==> src/hw/rtl/irx_pkg.sv <==
// ----------------------------------------------------------------------------
// irx_pkg
// Shared types and constants of the register ALU executor.
// ----------------------------------------------------------------------------
`default_nettype none

package irx_pkg;

    localparam int NUM_REGS_DEFAULT = 32;
    localparam int IDX_W            = 5;
    localparam int DATA_W           = 64;
    localparam int SHAMT_W          = 6;
    localparam int S_TDATA_W        = 160;
    localparam int M_TDATA_W        = 136;

    typedef enum logic [3:0] {
        FN_NOP     = 4'd0,
        FN_MOVE    = 4'd1,
        FN_BR      = 4'd2,
        FN_BRNZ    = 4'd3,
        FN_LDI     = 4'd4,
        FN_ADD     = 4'd5,
        FN_ADDI    = 4'd6,
        FN_SUB     = 4'd7,
        FN_SUBI    = 4'd8,
        FN_ANDI    = 4'd9,
        FN_ANDC    = 4'd10,
        FN_OR      = 4'd11,
        FN_ORI     = 4'd12,
        FN_SLL32   = 4'd13,
        FN_SLL64   = 4'd14,
        FN_INVALID = 4'd15
    } func_t;

    // request as packed on s_tdata, last field (func) in the low bits
    typedef struct packed {
        logic [DATA_W-1:0]  branch_target;
        logic [SHAMT_W-1:0] shift_amount;
        logic [DATA_W-1:0]  imm;
        logic [IDX_W-1:0]   dest;
        logic [IDX_W-1:0]   src_b;
        logic [IDX_W-1:0]   src_a;
        func_t              func;
    } req_t;

    localparam int REQ_W = $bits(req_t);

    // result as packed on m_tdata, last field (ok) in the low bits
    typedef struct packed {
        logic [DATA_W-1:0] written_value;
        logic              reg_written;
        logic [DATA_W-1:0] pc_out;
        logic              branch_taken;
        logic              ok;
    } res_t;

    localparam int RES_W = $bits(res_t);

    typedef struct packed {
        logic             en;
        logic [IDX_W-1:0] idx_a;
        logic [IDX_W-1:0] idx_b;
    } rf_rd_t;

    typedef struct packed {
        logic              en;
        logic [IDX_W-1:0]  idx;
        logic [DATA_W-1:0] data;
    } rf_wr_t;

endpackage

`default_nettype wire

==> src/hw/rtl/irx_ram.sv <==
// ----------------------------------------------------------------------------
// irx_ram
// Generic single-write, single-read RAM with registered read data.
// ----------------------------------------------------------------------------
`default_nettype none

module irx_ram #(
    parameter int WIDTH = 64,
    parameter int DEPTH = 32
) (
    input  wire logic                     aclk,
    input  wire logic                     wr_en,
    input  wire logic [$clog2(DEPTH)-1:0] wr_addr,
    input  wire logic [WIDTH-1:0]         wr_data,
    input  wire logic                     rd_en,
    input  wire logic [$clog2(DEPTH)-1:0] rd_addr,
    output logic      [WIDTH-1:0]         rd_data
);

    logic [WIDTH-1:0] mem_reg [DEPTH];

    always_ff @(posedge aclk) begin
        if (wr_en) begin
            mem_reg[wr_addr] <= wr_data;
        end
        if (rd_en) begin
            rd_data <= mem_reg[rd_addr];
        end
    end

endmodule

`default_nettype wire

==> src/hw/rtl/irx_regfile.sv <==
// ----------------------------------------------------------------------------
// irx_regfile
// Two-read, one-write register file on two mirrored RAMs, with per-entry
// valid bits for reset and bypass of a write landing on the read edge.
// ----------------------------------------------------------------------------
`default_nettype none

module irx_regfile
    import irx_pkg::*;
#(
    parameter int NUM_REGS = NUM_REGS_DEFAULT
) (
    input  wire logic              aclk,
    input  wire logic              aresetn,
    input  wire rf_rd_t            rd,
    input  wire rf_wr_t            wr,
    output logic      [DATA_W-1:0] opnd_a,
    output logic      [DATA_W-1:0] opnd_b
);

    localparam int ADDR_W = $clog2(NUM_REGS);

    logic [ADDR_W-1:0]   addr_a;
    logic [ADDR_W-1:0]   addr_b;
    logic [ADDR_W-1:0]   addr_w;
    logic                inr_a;
    logic                inr_b;
    logic [DATA_W-1:0]   ram_a;
    logic [DATA_W-1:0]   ram_b;
    logic [NUM_REGS-1:0] valid_reg;
    logic                va_reg;
    logic                vb_reg;
    logic                hit_a_reg;
    logic                hit_b_reg;
    logic [DATA_W-1:0]   fwd_data_reg;

    assign addr_a = ADDR_W'(rd.idx_a);
    assign addr_b = ADDR_W'(rd.idx_b);
    assign addr_w = ADDR_W'(wr.idx);
    assign inr_a  = (32'(rd.idx_a) < NUM_REGS);
    assign inr_b  = (32'(rd.idx_b) < NUM_REGS);

    irx_ram #(.WIDTH(DATA_W), .DEPTH(NUM_REGS)) u_ram_a (
        .aclk    (aclk),
        .wr_en   (wr.en),
        .wr_addr (addr_w),
        .wr_data (wr.data),
        .rd_en   (rd.en),
        .rd_addr (addr_a),
        .rd_data (ram_a)
    );

    irx_ram #(.WIDTH(DATA_W), .DEPTH(NUM_REGS)) u_ram_b (
        .aclk    (aclk),
        .wr_en   (wr.en),
        .wr_addr (addr_w),
        .wr_data (wr.data),
        .rd_en   (rd.en),
        .rd_addr (addr_b),
        .rd_data (ram_b)
    );

    always_ff @(posedge aclk) begin
        if (!aresetn) begin
            valid_reg <= '0;
            va_reg    <= 1'b0;
            vb_reg    <= 1'b0;
            hit_a_reg <= 1'b0;
            hit_b_reg <= 1'b0;
        end else begin
            if (wr.en) begin
                valid_reg[addr_w] <= 1'b1;
            end
            if (rd.en) begin
                va_reg    <= inr_a && valid_reg[addr_a];
                vb_reg    <= inr_b && valid_reg[addr_b];
                // write on the same edge is not yet visible in the RAM
                hit_a_reg <= wr.en && (wr.idx == rd.idx_a);
                hit_b_reg <= wr.en && (wr.idx == rd.idx_b);
            end
        end
    end

    always_ff @(posedge aclk) begin
        if (rd.en) begin
            fwd_data_reg <= wr.data;
        end
    end

    assign opnd_a = hit_a_reg ? fwd_data_reg : (va_reg ? ram_a : '0);
    assign opnd_b = hit_b_reg ? fwd_data_reg : (vb_reg ? ram_b : '0);

endmodule

`default_nettype wire

==> src/hw/rtl/irx_alu.sv <==
// ----------------------------------------------------------------------------
// irx_alu
// Decode and execute of one request: result value, write-back and branch.
// ----------------------------------------------------------------------------
`default_nettype none

module irx_alu
    import irx_pkg::*;
#(
    parameter int NUM_REGS = NUM_REGS_DEFAULT
) (
    input  wire req_t              req,
    input  wire logic [DATA_W-1:0] opnd_a,
    input  wire logic [DATA_W-1:0] opnd_b,
    input  wire logic [DATA_W-1:0] pc,
    output res_t                   res,
    output rf_wr_t                 wr
);

    logic [DATA_W-1:0] val;
    logic [31:0]       sll32_lo;
    logic              ok;
    logic              writes;
    logic              taken;
    logic              do_write;

    assign sll32_lo = opnd_a[31:0] << req.shift_amount[4:0];

    always_comb begin
        val    = '0;
        ok     = 1'b1;
        writes = 1'b1;
        taken  = 1'b0;
        unique case (req.func)
            FN_NOP:   writes = 1'b0;
            FN_MOVE:  val = opnd_a;
            FN_BR: begin
                writes = 1'b0;
                taken  = 1'b1;
            end
            FN_BRNZ: begin
                writes = 1'b0;
                taken  = (opnd_a != '0);
            end
            FN_LDI:   val = req.imm;
            FN_ADD:   val = opnd_a + opnd_b;
            FN_ADDI:  val = opnd_a + req.imm;
            FN_SUB:   val = opnd_b - opnd_a;
            FN_SUBI:  val = opnd_a - req.imm;
            FN_ANDI:  val = opnd_a & req.imm;
            FN_ANDC:  val = opnd_a & ~opnd_b;
            FN_OR:    val = opnd_a | opnd_b;
            FN_ORI:   val = opnd_a | req.imm;
            FN_SLL32: val = req.shift_amount[5] ? '0 : {32'd0, sll32_lo};
            FN_SLL64: val = opnd_a << req.shift_amount;
            default: begin
                ok     = 1'b0;
                writes = 1'b0;
            end
        endcase
    end

    // destination beyond the file drops the write
    assign do_write = writes && (32'(req.dest) < NUM_REGS);

    assign wr.en   = do_write;
    assign wr.idx  = req.dest;
    assign wr.data = val;

    assign res.ok            = ok;
    assign res.branch_taken  = taken;
    assign res.pc_out        = taken ? req.branch_target : pc;
    assign res.reg_written   = do_write;
    assign res.written_value = do_write ? val : '0;

endmodule

`default_nettype wire

==> src/hw/rtl/ir_register_alu_executor_unit.sv <==
// ----------------------------------------------------------------------------
// ir_register_alu_executor_unit
// Executes one instruction per request against a 64-bit register file and
// a program counter, returning one result per request.
// ----------------------------------------------------------------------------
// Usage:
//   s_ channel carries instructions, m_ channel returns one result each.
//   Stage 0 issues the register reads into the RAMs on the accept edge;
//   stage 1 executes, writes back and loads the output register.
//   Output: m_tvalid rises when stage 1 moves its result into the output
//   register, which waits while that register is full and m_tready is low.
//   Throughput: one request per cycle while m_tready is high. A request that reads the register
//   written by the one just ahead of it is bypassed, so there are no
//   bubbles.
//   Reset: the program counter and all registers read as zero; the
//   register RAMs are not swept, per-entry valid bits mask stale data.
//   Stall: while m_tready is low and the output register is full, it and
//   stage 1 hold; s_tready drops only when both are full.
// ----------------------------------------------------------------------------
`default_nettype none

module ir_register_alu_executor_unit
    import irx_pkg::*;
#(
    parameter int NUM_REGS = NUM_REGS_DEFAULT
) (
    input  wire logic                 aclk,
    input  wire logic                 aresetn,
    input  wire logic                 s_tvalid,
    output logic                      s_tready,
    // func, src_a, src_b, dest, imm, shift_amount, branch_target
    input  wire logic [S_TDATA_W-1:0] s_tdata,
    output logic                      m_tvalid,
    input  wire logic                 m_tready,
    // ok, branch_taken, pc_out, reg_written, written_value
    output logic      [M_TDATA_W-1:0] m_tdata
);

    req_t              in_req;
    req_t              s1_req_reg;
    logic              s1_valid_reg;
    logic              m_valid_reg;
    res_t              m_res_reg;
    logic [DATA_W-1:0] pc_reg;
    logic              s_accept;
    logic              advance;
    logic [DATA_W-1:0] opnd_a;
    logic [DATA_W-1:0] opnd_b;
    res_t              alu_res;
    rf_wr_t            alu_wr;
    rf_wr_t            rf_wr;
    rf_rd_t            rf_rd;

    assign in_req   = req_t'(s_tdata[REQ_W-1:0]);
    assign advance  = s1_valid_reg && (!m_valid_reg || m_tready);
    assign s_tready = !s1_valid_reg || advance;
    assign s_accept = s_tvalid && s_tready;

    assign rf_rd.en    = s_accept;
    assign rf_rd.idx_a = in_req.src_a;
    assign rf_rd.idx_b = in_req.src_b;

    assign rf_wr.en   = alu_wr.en && advance;
    assign rf_wr.idx  = alu_wr.idx;
    assign rf_wr.data = alu_wr.data;

    irx_regfile #(.NUM_REGS(NUM_REGS)) u_regfile (
        .aclk    (aclk),
        .aresetn (aresetn),
        .rd      (rf_rd),
        .wr      (rf_wr),
        .opnd_a  (opnd_a),
        .opnd_b  (opnd_b)
    );

    irx_alu #(.NUM_REGS(NUM_REGS)) u_alu (
        .req    (s1_req_reg),
        .opnd_a (opnd_a),
        .opnd_b (opnd_b),
        .pc     (pc_reg),
        .res    (alu_res),
        .wr     (alu_wr)
    );

    always_ff @(posedge aclk) begin
        if (!aresetn) begin
            s1_valid_reg <= 1'b0;
            m_valid_reg  <= 1'b0;
            pc_reg       <= '0;
        end else begin
            if (s_tready) begin
                s1_valid_reg <= s_tvalid;
            end
            if (advance) begin
                m_valid_reg <= 1'b1;
            end else if (m_tready) begin
                m_valid_reg <= 1'b0;
            end
            if (advance && alu_res.branch_taken) begin
                pc_reg <= alu_res.pc_out;
            end
        end
    end

    always_ff @(posedge aclk) begin
        if (s_accept) begin
            s1_req_reg <= in_req;
        end
        if (advance) begin
            m_res_reg <= alu_res;
        end
    end

    assign m_tvalid = m_valid_reg;
    assign m_tdata  = {{(M_TDATA_W - RES_W){1'b0}}, m_res_reg};

    // a written register implies a valid opcode
    a_write_ok : assert property (@(posedge aclk) disable iff (!aresetn)
        m_tvalid && m_tdata[66] |-> m_tdata[0])
        else $error("register write reported for an invalid opcode");

    // taken branches never write the file
    a_branch_nowrite : assert property (@(posedge aclk) disable iff (!aresetn)
        m_tvalid && m_tdata[1] |-> !m_tdata[66])
        else $error("branch result also reports a register write");

    // written value is zero unless a write happened
    a_value_zero : assert property (@(posedge aclk) disable iff (!aresetn)
        m_tvalid && !m_tdata[66] |-> (m_tdata[130:67] == '0))
        else $error("nonzero written value without a register write");

    // input stalls only when both stage 1 and the output register are full
    a_stall_full : assert property (@(posedge aclk) disable iff (!aresetn)
        !s_tready |-> m_tvalid && !m_tready)
        else $error("input stalled with room in the pipeline");

endmodule

`default_nettype wire
==> config.mk <==
export PLATFORM = sky130hd
export DESIGN_NAME = ir_register_alu_executor_unit
export DESIGN_NICKNAME = d
export VERILOG_FILES = /design/src/hw/rtl/irx_pkg.sv /design/src/hw/rtl/irx_ram.sv /design/src/hw/rtl/irx_regfile.sv /design/src/hw/rtl/irx_alu.sv /design/src/hw/rtl/ir_register_alu_executor_unit.sv
export SDC_FILE = /design/constraint.sdc
export NUM_CORES = 2
export LEC_CHECK = 0
export ABC_AREA = 0
export BUFFER_PORTS_ARGS = -buffer_cell sky130_fd_sc_hd__buf_4
export CAP_MARGIN = 10
export CORE_UTILIZATION = 50
export DETAILED_ROUTE_END_ITERATION = 10
export PLACE_DENSITY = 0.81
export SLEW_MARGIN = 25
export SYNTH_ARGS = -nofsm -noshare
export SYNTH_HDL_FRONTEND = slang
export SYNTH_SLANG_ARGS = --single-unit
==> constraint.sdc <==
create_clock -name aclk -period 7.53 [get_ports aclk]
set_input_delay 0.753 -clock aclk [delete_from_list [all_inputs] [get_ports aclk]]
set_output_delay 0.753 -clock aclk [all_outputs]
set_load 0.02 [all_outputs]
==> results.tsv <==
stage	metric	value	unit
pwr	worst vdd ir	0.241	mV
drt	DRC	0	
logic_synthesis	Yosys warning count	0	
logic_synthesis	post-synthesis async set-or-reset flop share	0	%
sta	skew final	0.0758	ns
sta	TNS Setup	0	ns
grt	vias in the first global route	88800	
place	GP Congestion	1.08	
logic_synthesis	Adder-Cell Fraction of Synth Area	1.24	%
worst_setup_path	crit path to	u_regfile.u_ram_b.mem_reg[4][63]	
worst_setup_path	crit path DAT	7.88	ns
drt	Final ANT Viol Nets	0	
logic_synthesis	Seq/Total Area, Yosys	58.8	%
sta	Tcrit/Tclk final	97.0	%
layout	Final nets	8527	
sta	slew of the pin with the lowest slew margin	1.30	ns
logic_synthesis	Top FF cell, synth	edfxtp_1	
logic_synthesis	simple-gate portion of the synthesized area	4.58	%
min_path	path type of the worst min-delay path	in -> reg	
clocking	Setup Fix Bufs, Post-CTS	0	
floorplanning	Initial Util	50.3	%
clocking	worst skew pair latency	0.90	ns
sta	WHS	0.0573	ns
layout	Storage cell area	77500	µm²
layout	area delta synth->final	12.7	%
worst_setup_path	Worst Setup SP	u_regfile.vb_reg	
logic_synthesis	top post-synthesis cells by count	2514 x edfxtp_1, 1337 x mux4_2, 436 x clkbuf_1, 419 x nand2_1, 386 x nor2_1	
pwr	P_leak	49.5	nW
clocking	Num CTS Buffers	271	
layout	fin cells	12000	
grt	antenna violations before repair	43	
logic_synthesis	Mapped Cells	7954	
drt	final wirelength	482000	µm
min_path	hold_sp	s_tdata[54]	
worst_setup_path	reg2reg start	u_regfile.vb_reg	
floorplanning	DIE WIDTH	516	µm
logic_synthesis	Mean Syn Cell Area	16.6	µm²
job	max-cap violations	0	
sta	Final Hold Fails	0	
sta	Max Clock Freq	137	MHz
logic_synthesis	ranking of synthesized cells by area	edfxtp_1 57%, mux4_2 23%, mux2_2 1.6%	
place	PortBufs	289	
floorplanning	die height	516	µm
layout	layout cell share with drive strength beyond 1	31.4	%
grt	GRT Resource Usage Total	35.8	%
layout	fin util	56.7	%
drt	WL/cell	40.3	µm
grt	largest net degree at the start of global routing	165	
drt	DR vias	90900	
floorplanning	Site Rows	188	
logic_synthesis	Cell Area, Synth	132000	µm²
place	placed insts	11500	
clocking	htree depth	5	
logic_synthesis	top cell type by total area after synthesis	edfxtp_1	
drt	Detailed Route Iter0 Violations	17100	
clocking	Root Driver	clkbuf_16	
floorplanning	core area	262000	µm²
drt	DR pass1 iterations	10	
status	status	finished, final reports clean	
layout	filler cell count	18600	
worst_setup_path	Critical Path Fanout Max	33	
logic_synthesis	Synth Area in Compound Gates	6.98	%
worst_setup_path	crit end category	flip-flop	
grt	GRT overflow	0	
logic_synthesis	main combinational cell family by area after synthesis	multiplexers	
sta	Tmin final	7.31	ns
drt	vias per std cell	7.60	
clocking	CTS clock-pin slew for the worst setup and hold paths	0.06	ns
logic_synthesis	number of flops mapped to enable cells by yosys	2514	
sta	final setup fails	0	
clocking	clk buf depth	4	
layout	Largest register FFs	1984	
floorplanning	io pins	302	
worst_setup_path	CP Launch Type	flip-flop	
logic_synthesis	mux share of post-synthesis cell area	25.2	%
worst_setup_path	critical path class	reg -> reg	
logic_synthesis	xor and xnor fraction of the mapped netlist area	1.11	%
floorplanning	die area	266000	µm²
clocking	CTS tree	built	
logic_synthesis	most frequent cell after synthesis	edfxtp_1	
pwr	pwr/cell area	236	nW/µm²
sta	Final Max Slew Viols	0	
layout	Multi-input gate area	52200	µm²
logic_synthesis	count of cell types in the netlist	90	
sta	RSZ-0062 raised after global routing	no	
place	HPWL after DPL	278000	µm
worst_setup_path	critical path data required time	8.11	ns
worst_setup_path	R2R setup slack	0.22	ns
worst_setup_path	reg-to-reg endpoint	u_regfile.u_ram_b.mem_reg[4][63]	
grt	first-pass GRT wire length	670000	µm
sta	Rel. slew slack	13.4	%
clocking	clk sinks	2616	
worst_setup_path	reg2reg path depth	24	
pwr	total chip power	35.1	mW
logic_synthesis	synthesized flop and latch total	2616	
logic_synthesis	top-area cell type share of the netlist area	57.2	%
## power by group
part	internal, mW	switching (mW)
sequential	16.6	0.198
clock	7.45	5.82
combinational	1.78	3.20
total	25.8	9.22
## routing by layer
layer / global-route usage (%) / share of wire [%]
met1: 45.7 / 33
met2: 53.6 / 44
met3: 12.4 / 16
met4: 19.6 / 6.8
met5: 0 / 0.073
## layout by cell type (no fill, tap or decap), drive strengths merged, types with 106 or more instances in the layout
| cell | instances |
|---|---|
| a21oi | 306 |
| xnor2 | 106 |
| o21ai | 369 |
| clkbuf | 335 |
| buf | 598 |
| inv | 147 |
| ha | 128 |
| edfxtp | 2514 |
| nand2 | 419 |
| nor2 | 386 |
| mux4 | 1337 |
| a22oi | 113 |
| mux2 | 186 |
## what timing repair did
action / 4_1_cts / 5_1_grt
resized for setup: 0 / 1
hold buffers: 0 / 0
endpoints found under the setup margin: 0 / 33
## cell type report
class                      instances  share of cell area (%)
sequential                      2616                    52.2
clock inverter                   136                   0.769
antenna                           13                  0.0219
multi-input combinational       4609                    35.1
inverter                         137                   0.352
clock buffer                     335                    4.91
tap                             3515                    2.96
timing repair buffer             598                    3.68
## worst max-delay path: stages, from the launching register on
cell      delay (ns)
dfxtp_1         0.32
nor2b_4         0.15
a22oi_1         0.27
ha_1            0.30
nand3_1         0.14
nor4_1          0.55
nand2_1         0.17
or4_1           0.63
xor2_1          0.22
a222oi_1        0.37
ha_1            0.35
a21oi_1         0.27
o21ai_0         0.24
nor3_1          0.28
o21ai_0         0.23
a311oi_1        0.27
buf_4           0.20
o21ai_1         0.17
buf_4           0.19
nand3_1         0.12
nand2_1         0.15
a221o_1         0.41
nor2b_1         0.17
or4b_1          0.60
buf_12          0.21
## how the worst min path moves through the flow
stage | endpoint | slack, ns | cells past startpoint
after global routing | s1_req_reg[50] | 0.05 | 1
after floorplan | pc_reg[0] | 0.44 | 2
final | s1_req_reg[54] | 0.06 | 1
after CTS | s1_req_reg[52] | 0.03 | 1
after global placement | pc_reg[40] | 0.45 | 2
after detailed placement | pc_reg[40] | 0.46 | 2
## metrics by stage
stage | setup slack (ns) | cell area (µm²)
2_1_floorplan | -0.189 | 132000
3_3_place_gp | 0.395 | 140000
3_5_place_dp | 0.451 | 140000
4_1_cts | 0.381 | 149000
5_1_grt | 0.0160 | 149000
6_report | 0.223 | 149000
## cell families (layout without fill, tap and decap cells)
logic type / Yosys count / in the layout
simple gates: 1287 / 1287
compound gates: 1394 / 1394
xor+xnor: 167 / 167
flops: 2616 / 2616
other cells: 1 / 18
mux: 1626 / 1626
fa+ha+maj: 130 / 130
buf+inv: 733 / 1206
(Power assumes the default switching activity.)
